## src/sjc_pkg.sv

```systemverilog
// ----------------------------------------------------------------------------
// sjc_pkg
// Shared constants, types and the digit helper function of the serial joystick
// command parser.
// ----------------------------------------------------------------------------
package sjc_pkg;

    localparam int LINE_CAPACITY = 32;
    localparam int FILL_W        = $clog2(LINE_CAPACITY + 1);
    localparam int PARSE_LEN     = 17;
    localparam int BUF_IDX_W     = $clog2(PARSE_LEN);
    localparam int AXIS_LEN      = 5;
    localparam int NUM_AXES      = 4;
    localparam int NUM_CORR      = 4;
    localparam int TDATA_W       = 72;
    localparam int ADDR_W        = 3;

    localparam logic [7:0] TERM_RESET  = 8'h0A;
    localparam logic [7:0] CHAR_L      = 8'h4C;
    localparam logic [7:0] CHAR_R      = 8'h52;
    localparam logic [7:0] CHAR_X      = 8'h58;
    localparam logic [7:0] CHAR_Y      = 8'h59;
    localparam logic [7:0] CHAR_S      = 8'h53;
    localparam logic [7:0] CHAR_N      = 8'h4E;
    localparam logic [7:0] CHAR_ZERO   = 8'd48;

    localparam logic REG_IDX_TERM = 1'b0;

    typedef enum logic [2:0] {
        KIND_NONE    = 3'd0,
        KIND_LEFT_X  = 3'd1,
        KIND_LEFT_Y  = 3'd2,
        KIND_RIGHT_X = 3'd3,
        KIND_RIGHT_Y = 3'd4,
        KIND_CORR    = 3'd5
    } kind_t;

    typedef logic [PARSE_LEN-1:0][7:0] line_t;

    typedef struct packed {
        logic              line_end;
        logic [FILL_W-1:0] fill;
    } buf_status_t;

    typedef struct packed {
        kind_t                      kind;
        logic [1:0]                 axis_idx;
        logic [7:0]                 axis_val;
        logic [NUM_CORR-1:0][7:0]   corr;
    } eval_t;

    function automatic logic [7:0] digit_val(input logic [7:0] ch);
        return ch - CHAR_ZERO;
    endfunction

endpackage

```

## src/serial_joystick_command_parser_top.sv

```systemverilog
// ----------------------------------------------------------------------------
// serial_joystick_command_parser_top
// Parses received serial bytes into joystick axis values and motor
// corrections.
//
// Each byte enters on the s_ stream and produces exactly one beat on the m_
// stream. That beat carries the line end flag on m_tlast, the update kind on
// m_tuser and the current axis values and corrections on m_tdata.
// A byte is held in an input register and is parsed in the cycle it moves
// to the output register that presents the result beat. One byte is
// accepted every cycle while the receiver keeps up; the single-pass parse
// of fixed buffer positions sets that rate.
// When the receiver stalls, the output beat holds, the input register fills
// and s_tready drops until the output beat is taken.
// Reset clears the line, all axis values and corrections, and sets the line
// terminator to newline. The user must write the terminator on the APB port
// at address 0 only while no byte is in flight; the block does not check it.
// ----------------------------------------------------------------------------
module serial_joystick_command_parser_top
    import sjc_pkg::*;
(
    input  logic               aclk,
    input  logic               aresetn,
    // APB configuration port
    input  logic               psel,
    input  logic               penable,
    input  logic               pwrite,
    input  logic [ADDR_W-1:0]  paddr,
    input  logic [31:0]        pwdata,
    output logic [31:0]        prdata,
    output logic               pready,
    // Received bytes
    input  logic               s_tvalid,
    output logic               s_tready,
    input  logic [7:0]         s_tdata,   // [7:0] rx_byte
    // Parse results
    output logic               m_tvalid,
    input  logic               m_tready,
    output logic [TDATA_W-1:0] m_tdata,   // [0] active, [8:1] left_x, [16:9] left_y,
                                          // [24:17] right_x, [32:25] right_y,
                                          // [40:33] correction_a, [48:41] correction_b,
                                          // [56:49] correction_c, [64:57] correction_d
    output logic               m_tlast,   // line_end
    output logic [2:0]         m_tuser    // update_kind
);

    logic [7:0]                term_reg;
    logic                      in_valid_reg;
    logic [7:0]                in_byte_reg;
    logic                      out_valid_reg;
    logic                      out_end_reg;
    kind_t                     out_kind_reg;
    logic                      out_active_reg;
    logic [NUM_AXES-1:0][7:0]  axis_reg;
    logic [NUM_AXES-1:0][7:0]  axis_next;
    logic [NUM_CORR-1:0][7:0]  corr_reg;
    logic [NUM_CORR-1:0][7:0]  corr_next;
    logic                      step;
    logic                      cfg_write;
    line_t                     line;
    buf_status_t               status;
    eval_t                     ev;
    kind_t                     kind;

    assign pready    = 1'b1;
    assign cfg_write = psel && penable && pwrite && pready && (paddr[2] == REG_IDX_TERM);
    assign prdata    = (paddr[2] == REG_IDX_TERM) ? {24'd0, term_reg} : 32'd0;

    always_ff @(posedge aclk) begin
        if (!aresetn) begin
            term_reg <= TERM_RESET;
        end else if (cfg_write) begin
            term_reg <= pwdata[7:0];
        end
    end

    assign step     = in_valid_reg && (!out_valid_reg || m_tready);
    assign s_tready = !in_valid_reg || step;

    always_ff @(posedge aclk) begin
        if (!aresetn) begin
            in_valid_reg <= 1'b0;
        end else if (s_tready) begin
            in_valid_reg <= s_tvalid;
        end
    end

    always_ff @(posedge aclk) begin
        if (s_tready && s_tvalid) begin
            in_byte_reg <= s_tdata;
        end
    end

    sjc_line_buf u_line_buf (
        .aclk       (aclk),
        .aresetn    (aresetn),
        .step       (step),
        .rx_byte    (in_byte_reg),
        .terminator (term_reg),
        .line       (line),
        .status     (status)
    );

    sjc_eval u_eval (
        .line   (line),
        .fill   (status.fill),
        .result (ev)
    );

    always_comb begin
        kind      = status.line_end ? ev.kind : KIND_NONE;
        axis_next = axis_reg;
        corr_next = corr_reg;
        case (kind) inside
            KIND_LEFT_X, KIND_LEFT_Y, KIND_RIGHT_X, KIND_RIGHT_Y: begin
                axis_next[ev.axis_idx] = ev.axis_val;
            end
            KIND_CORR: begin
                corr_next = ev.corr;
            end
            default: begin
            end
        endcase
    end

    always_ff @(posedge aclk) begin
        if (!aresetn) begin
            axis_reg       <= '0;
            corr_reg       <= '0;
            out_valid_reg  <= 1'b0;
            out_active_reg <= 1'b0;
        end else begin
            if (step) begin
                axis_reg       <= axis_next;
                corr_reg       <= corr_next;
                out_active_reg <= 1'b1;
                out_valid_reg  <= 1'b1;
            end else if (m_tready) begin
                out_valid_reg  <= 1'b0;
            end
        end
    end

    always_ff @(posedge aclk) begin
        if (step) begin
            out_end_reg  <= status.line_end;
            out_kind_reg <= kind;
        end
    end

    assign m_tvalid = out_valid_reg;
    assign m_tlast  = out_end_reg;
    assign m_tuser  = out_kind_reg;
    assign m_tdata  = {7'd0, corr_reg[3], corr_reg[2], corr_reg[1], corr_reg[0],
                       axis_reg[3], axis_reg[2], axis_reg[1], axis_reg[0], out_active_reg};

    a_kind_needs_end: assert property (@(posedge aclk) disable iff (!aresetn)
        m_tvalid && (m_tuser != KIND_NONE) |-> m_tlast)
        else $error("update kind reported without a line end");

    a_fill_bound: assert property (@(posedge aclk) disable iff (!aresetn)
        status.fill <= FILL_W'(LINE_CAPACITY))
        else $error("line fill count exceeds capacity");

    a_end_clears_fill: assert property (@(posedge aclk) disable iff (!aresetn)
        step && status.line_end |=> status.fill == '0)
        else $error("line buffer not emptied at line end");

    a_active_on_result: assert property (@(posedge aclk) disable iff (!aresetn)
        m_tvalid |-> m_tdata[0])
        else $error("result beat without active flag");

endmodule

```

## src/sjc_line_buf.sv

```systemverilog
// ----------------------------------------------------------------------------
// sjc_line_buf
// Collects received bytes of the current line and detects the line end.
// Only the leading positions that the line formats use are stored.
// ----------------------------------------------------------------------------
module sjc_line_buf
    import sjc_pkg::*;
(
    input  logic        aclk,
    input  logic        aresetn,
    input  logic        step,
    input  logic [7:0]  rx_byte,
    input  logic [7:0]  terminator,
    output line_t       line,
    output buf_status_t status
);

    logic [7:0]        buf_reg [PARSE_LEN];
    logic [FILL_W-1:0] fill_reg;
    logic [FILL_W-1:0] fill_next;
    logic              line_end;

    assign line_end = (rx_byte == terminator) || (fill_reg == FILL_W'(LINE_CAPACITY));

    always_comb begin
        fill_next = fill_reg;
        if (step) begin
            if (line_end) begin
                fill_next = '0;
            end else begin
                fill_next = fill_reg + FILL_W'(1);
            end
        end
    end

    always_ff @(posedge aclk) begin
        if (!aresetn) begin
            fill_reg <= '0;
        end else begin
            fill_reg <= fill_next;
        end
    end

    always_ff @(posedge aclk) begin
        if (step && !line_end && fill_reg < FILL_W'(PARSE_LEN)) begin
            buf_reg[fill_reg[BUF_IDX_W-1:0]] <= rx_byte;
        end
    end

    always_comb begin
        for (int i = 0; i < PARSE_LEN; i++) begin
            line[i] = buf_reg[i];
        end
    end

    assign status.line_end = line_end;
    assign status.fill     = fill_reg;

endmodule

```

## src/sjc_eval.sv

```systemverilog
// ----------------------------------------------------------------------------
// sjc_eval
// Decodes a buffered line into an axis update or a set of motor corrections.
// ----------------------------------------------------------------------------
module sjc_eval
    import sjc_pkg::*;
(
    input  line_t             line,
    input  logic [FILL_W-1:0] fill,
    output eval_t             result
);

    logic [7:0] d0;
    logic [7:0] d1;
    logic [7:0] d2;
    logic       is_left;
    logic       is_right;
    logic       is_x;
    logic       is_y;
    logic [7:0] mag [NUM_CORR];

    assign d0 = digit_val(line[2]);
    assign d1 = digit_val(line[3]);
    assign d2 = digit_val(line[4]);

    assign is_left  = (line[0] == CHAR_L);
    assign is_right = (line[0] == CHAR_R);
    assign is_x     = (line[1] == CHAR_X);
    assign is_y     = (line[1] == CHAR_Y);

    always_comb begin
        for (int k = 0; k < NUM_CORR; k++) begin
            mag[k] = 8'(digit_val(line[4*k+2]) * 8'd10) + digit_val(line[4*k+3]);
            if (line[4*k+1] == CHAR_N) begin
                result.corr[k] = 8'd0 - mag[k];
            end else begin
                result.corr[k] = mag[k];
            end
        end
    end

    assign result.axis_val = 8'(d0 * 8'd100) + 8'(d1 * 8'd10) + d2;
    assign result.axis_idx = {is_right, is_y};

    always_comb begin
        result.kind = KIND_NONE;
        if (fill == FILL_W'(AXIS_LEN)) begin
            if (is_left && is_x) begin
                result.kind = KIND_LEFT_X;
            end else if (is_left && is_y) begin
                result.kind = KIND_LEFT_Y;
            end else if (is_right && is_x) begin
                result.kind = KIND_RIGHT_X;
            end else if (is_right && is_y) begin
                result.kind = KIND_RIGHT_Y;
            end
        end else if (fill == FILL_W'(PARSE_LEN) && line[PARSE_LEN-1] == CHAR_S) begin
            result.kind = KIND_CORR;
        end
    end

endmodule
```

## config.mk

```make
export PLATFORM = sky130hd
export DESIGN_NAME = serial_joystick_command_parser_top
export DESIGN_NICKNAME = d
export VERILOG_FILES = /design/src/sjc_pkg.sv /design/src/serial_joystick_command_parser_top.sv /design/src/sjc_line_buf.sv /design/src/sjc_eval.sv
export SDC_FILE = /design/constraint.sdc
export NUM_CORES = 1
export LEC_CHECK = 0
export ABC_AREA = 1
export BUFFER_PORTS_ARGS = -buffer_cell sky130_fd_sc_hd__buf_2
export CAP_MARGIN = 20
export CORE_ASPECT_RATIO = 0.75
export CORE_MARGIN = 2
export CORE_UTILIZATION = 59
export CTS_CLUSTER_DIAMETER = 150
export CTS_CLUSTER_SIZE = 10
export DETAILED_ROUTE_END_ITERATION = 10
export PLACE_DENSITY = 0.92
export SYNTH_ARGS = -nofsm -noshare
export SYNTH_HDL_FRONTEND = slang
export SYNTH_HIERARCHICAL = 1
export SYNTH_SLANG_ARGS = --single-unit
export TNS_END_PERCENT = 1
```

## constraint.sdc

```tcl
create_clock -name aclk -period 4.7 [get_ports aclk]
set_input_delay 0.235 -clock aclk [delete_from_list [all_inputs] [get_ports aclk]]
set_output_delay 0.235 -clock aclk [all_outputs]
set_load 0.005 [all_outputs]
```

Word level (Yosys, flattened, before mapping)
Memory sizes are Yosys's and may differ from the RTL's.
Cells that the tools add are included.

cells by class
  add/subtract/negate cells = 20
  multipliers = 6
  order comparisons = 3
  eq/ne operators = 18
  mux-type cells = 20
  bitwise gates (word level) = 2
  reductions and logical operators = 23

operators by type and width
  operator                                                                       count
  8-bit by 7-bit == test with 1-bit output (second input constant)               9
  8-bit by 6-bit subtractor with 8-bit output (second input constant)            9
  8-bit adder                                                                    6
  8-bit 2-to-1 mux                                                               6
  8-bit by 3-bit multiplier with 7-bit output (second input constant)            5
  32-bit bitwise mux                                                             1
  1-bit by 8-bit subtractor with 8-bit output (first input constant)             4
  3-bit 2-to-1 mux                                                               7
  8-bit demux with 2-bit select                                                  1
  1-bit logical AND                                                              13
  8-bit == test                                                                  1
  8-bit by 5-bit multiplier with 6-bit output (second input constant)            1
  6-bit by 1-bit adder with 6-bit output (second input constant)                 1
  3-bit by 2-bit == test with 1-bit output (second input constant)               2
  3-bit == test (second input constant)                                          2
  6-bit by 3-bit == test with 1-bit output (second input constant)               1
  6-bit by 5-bit == test with 1-bit output (second input constant)               1
  6-bit == test (second input constant)                                          1
  6-bit by 5-bit less-than comparator with 1-bit output (second input constant)  1
  6-bit 2-to-1 mux                                                               1
  1-bit 2-to-1 mux                                                               4
  4-bit OR reduction                                                             1
  3-bit by 1-bit == test with 1-bit output (second input constant)               1
  1-bit logical NOT                                                              3
  other kinds (7)                                                                10

word-level totals
  flip-flop bits (word level) = 93
  bits in writable memories = 136
  input port bits = 50
  output and inout port bits = 111
  word-level logic and storage cells = 109
  memories kept = 1

memories
  memory              depth  bits a word  rd ports  clocked after Yosys merged registers in  wr ports  RTL line            source
  u_line_buf.buf_reg  17     8            15        0                                        1         sjc_line_buf.sv:18  logic [7:0] buf_reg [PARSE_LEN];

Logic depth before layout (Yosys ltp)
An unclocked memory read counts as a cell.

  word-level depth = 13
  gate-level depth with buffers = 22
  depth with buffers taken out = 22

Cells and area by module
The synthesis kept the hierarchy.

modules (own cells, without submodules)
  module                              instances  cells each  area an instance (um2)  sequential area each (um2)
  sjc_line_buf                        1          248         4853.4                  4204.0
  sjc_eval                            1          597         3893.7                  0.0
  serial_joystick_command_parser_top  1          449         3577.2                  1861.8

Least setup slack after synthesis
No wires, ideal clock.

  path type = reg-to-reg
  start point = mem u_line_buf.buf_reg[3][1]
  end point = reg axis_reg, in the netlist m_tdata[24]
  setup time = 113 ps
  arrival = 3381 ps
  data required time = 4587 ps
  path slack = 1206 ps
  cell stages (with the launch flop) = 23
  buffers on the path = 0
  period minus slack after synthesis = 3494 ps
  path through = edfxtp_1 -> ha_1 -> ha_1 -> inv_1 -> fa_1 -> inv_1 -> fa_1 -> ha_1 -> ha_1 -> nand2_1 -> nand2_1 -> a21oi_1 -> nand3_1 -> nand2_1 -> inv_1 -> nand2_1 -> nand2_1 -> nand2_1 -> nand2_1 -> inv_1 -> nand3_1 -> nand2_1 -> nor2_1

RTL lines
  element               RTL line                                   source
  from (decl)           sjc_line_buf.sv:18
  to (signal assigned)  serial_joystick_command_parser_top.sv:134  axis_reg <= axis_next;
  to (decl)             serial_joystick_command_parser_top.sv:54   logic [NUM_AXES-1:0][7:0] axis_reg;

==> results_dict.tcl <==
set metrics [dict create \
    status "finished, final reports clean" \
    syn-mean-instance-area_um2 9.21 \
    r2r_slack_ps 580 \
    layout_commonest_cell "nand2_1" \
    die_h_um 126 \
    insertion_delay_ps 540 \
    place_ws_ps 721 \
    largest_reg_flops 116 \
    vias 8791 \
    clk_pin_slew_ps 60 \
    dr.pass1.iters 6 \
    cts_root_buf "clkbuf_16" \
    drive_gt1_frac 0.121 \
    wl_per_cell_um 15.4 \
    nets 1549 \
    worst_hold_path.endpoint "term_reg[6]" \
    p_int_mw 2.98 \
    r2r_end "m_tdata[24]" \
    dieArea_um2 21000 \
    r2r_start "u_line_buf/buf_reg[3][1]" \
    grt_pass1_wl_um 41000 \
    yosys_warnings 6 \
    cts_max_path_buffers 3 \
    numCtsBuffers 24 \
    coreArea_um2 19400 \
    worstMarginPinSlew_ps 893 \
    ant_nets 0 \
    worst_slack_ps 585 \
    synth_cells 1270 \
    drt-initial-drc-count 637 \
    grt_pass1_vias 8552 \
    hpwl_um 17300 \
    swShare 0.220 \
    holdCritPathClass "in2reg" \
    initial_core_util 0.603 \
    p_leak_nw 5.93 \
    rows 44 \
    final_cell_mix "nand2_1 (228), nor2_1 (182), inv_1 (160)" \
    finalHoldViolations 0 \
    power.switching_mw 0.840 \
    finalWirelength_um 25500 \
    grtUsageTotal 0.240 \
    syn2layout_area_growth_pct 11.6 \
    grt_antenna_before_repair 0 \
    fillers 1373 \
    fp.dieW_um 167 \
    holdCritStartpoint "pwdata[6]" \
    gp_congestion 0.858 \
    drv_slew 0 \
    cellPowerDensity_nw_per_um2 293 \
    critPathCaptureType "flop" \
    fmax_mhz 243 \
    criticalPathCategory "reg2reg" \
    critPathArrivalTime_ps 4540 \
    vias_per_cell 5.31 \
    grt_max_degree 77 \
    overflow 0 \
    tritoncts "done" \
    syn_area_um2 11700 \
    rsz0062_at_grt "false" \
    startpoint_type "flop" \
    io_buffers 102 \
    skew_ps 21.2 \
    io_pins 161 \
    cp.required_ps 5130 \
    path_max_fanout 4 \
    hold_depth 3 \
    period_needed_ps 4120 \
    ctsHtreeMaxLevel 1 \
    maxCapViolations 0 \
    utilization 0.673 \
    seq_power_share 0.522 \
    ir_drop_uv 262 \
    cts_sinks 209 \
    setup_tns_ps 0 \
    r2r_cells 22 \
    place_area_um2 12200 \
    pwr-share-comb 0.036 \
    fin_area_um2 13000 \
    antennaDiodeCount 0 \
    pwr-share-clk 0.443 \
    drc 0 \
    setup_violations 0 \
    relSlewSlack 0.403 \
    fin_crit_sh 0.876 \
    post_cts_resized 0 \
]
worst max-delay path: stages, from the launching register on:
cell and delay [ps]:
edfxtp_1 460, ha_1 330, ha_1 210, inv_1 70, fa_1 400, inv_1 90, fa_1 430, ha_1 310
ha_1 360, nand2_1 80, nand2_1 60, a21oi_1 200, nand3_1 100, nand2_1 110, inv_1 50, nand2_1 90
nand2_1 60, nand2_1 70, nand2_1 70, inv_1 200, nand3_1 120, nand2_1 110, nor2_1 60
final cells by class:
class                   instances  area, um2  share of cell area
clock buffers                  43        672              0.0515
clock inverters                 1       30.0             0.00230
inverters                     166        628              0.0481
multi-input cells             862       5250               0.402
flip-flops and latches        209       5470               0.419
well taps                     253        317              0.0243
repair buffers                120        686              0.0526
metal layers:
metal / GRT usage / share of wire / up-vias
met3: 0.0431 / 0.078 / 66
met2: 0.417 / 0.48 / 399
met5: 0 / 0 / -
met1: 0.306 / 0.42 / 4034
li1: - / - / 4292
met4: 0.0816 / 0.028 / 0
worst max path at each step:
stage	from	endpoint	cells past startpoint
2_1_floorplan	u_line_buf/buf_reg[3][1]	m_tdata[24]	22
3_3_place_gp	u_line_buf/buf_reg[3][1]	m_tdata[24]	22
3_5_place_dp	u_line_buf/buf_reg[3][1]	m_tdata[16]	22
4_1_cts	u_line_buf/buf_reg[3][1]	m_tdata[24]	22
5_1_grt	u_line_buf/buf_reg[3][1]	m_tdata[24]	22
6_report	u_line_buf/buf_reg[3][1]	m_tdata[24]	22
power by group through the flow:
stage               clock (mW)  sequential, mW  combinational, mW
floorplan                    0            2.02              0.106
global placement             0            2.03              0.114
detailed placement           0            2.03              0.120
CTS                       1.71            1.99              0.132
global route              1.77            1.99              0.150
finish                    1.69            1.99              0.136
repair_timing:
action                    4_1_cts  5_1_grt
setup buffers                   0        0
hold buffers                   16        0
hold endpoints to repair       16        0
stage by stage:
step / hold WS (ps) / power, mW / instances
after global routing: 38.0 / 3.92 / 1654
after floorplan: 334 / 2.12 / 1300
after CTS: 9.13 / 3.83 / 1654
after detailed placement: 413 / 2.15 / 1594
after global placement: 413 / 2.14 / 1594
final: 29.5 / 3.82 / 1654
Power figures use the tool's default switching activity.
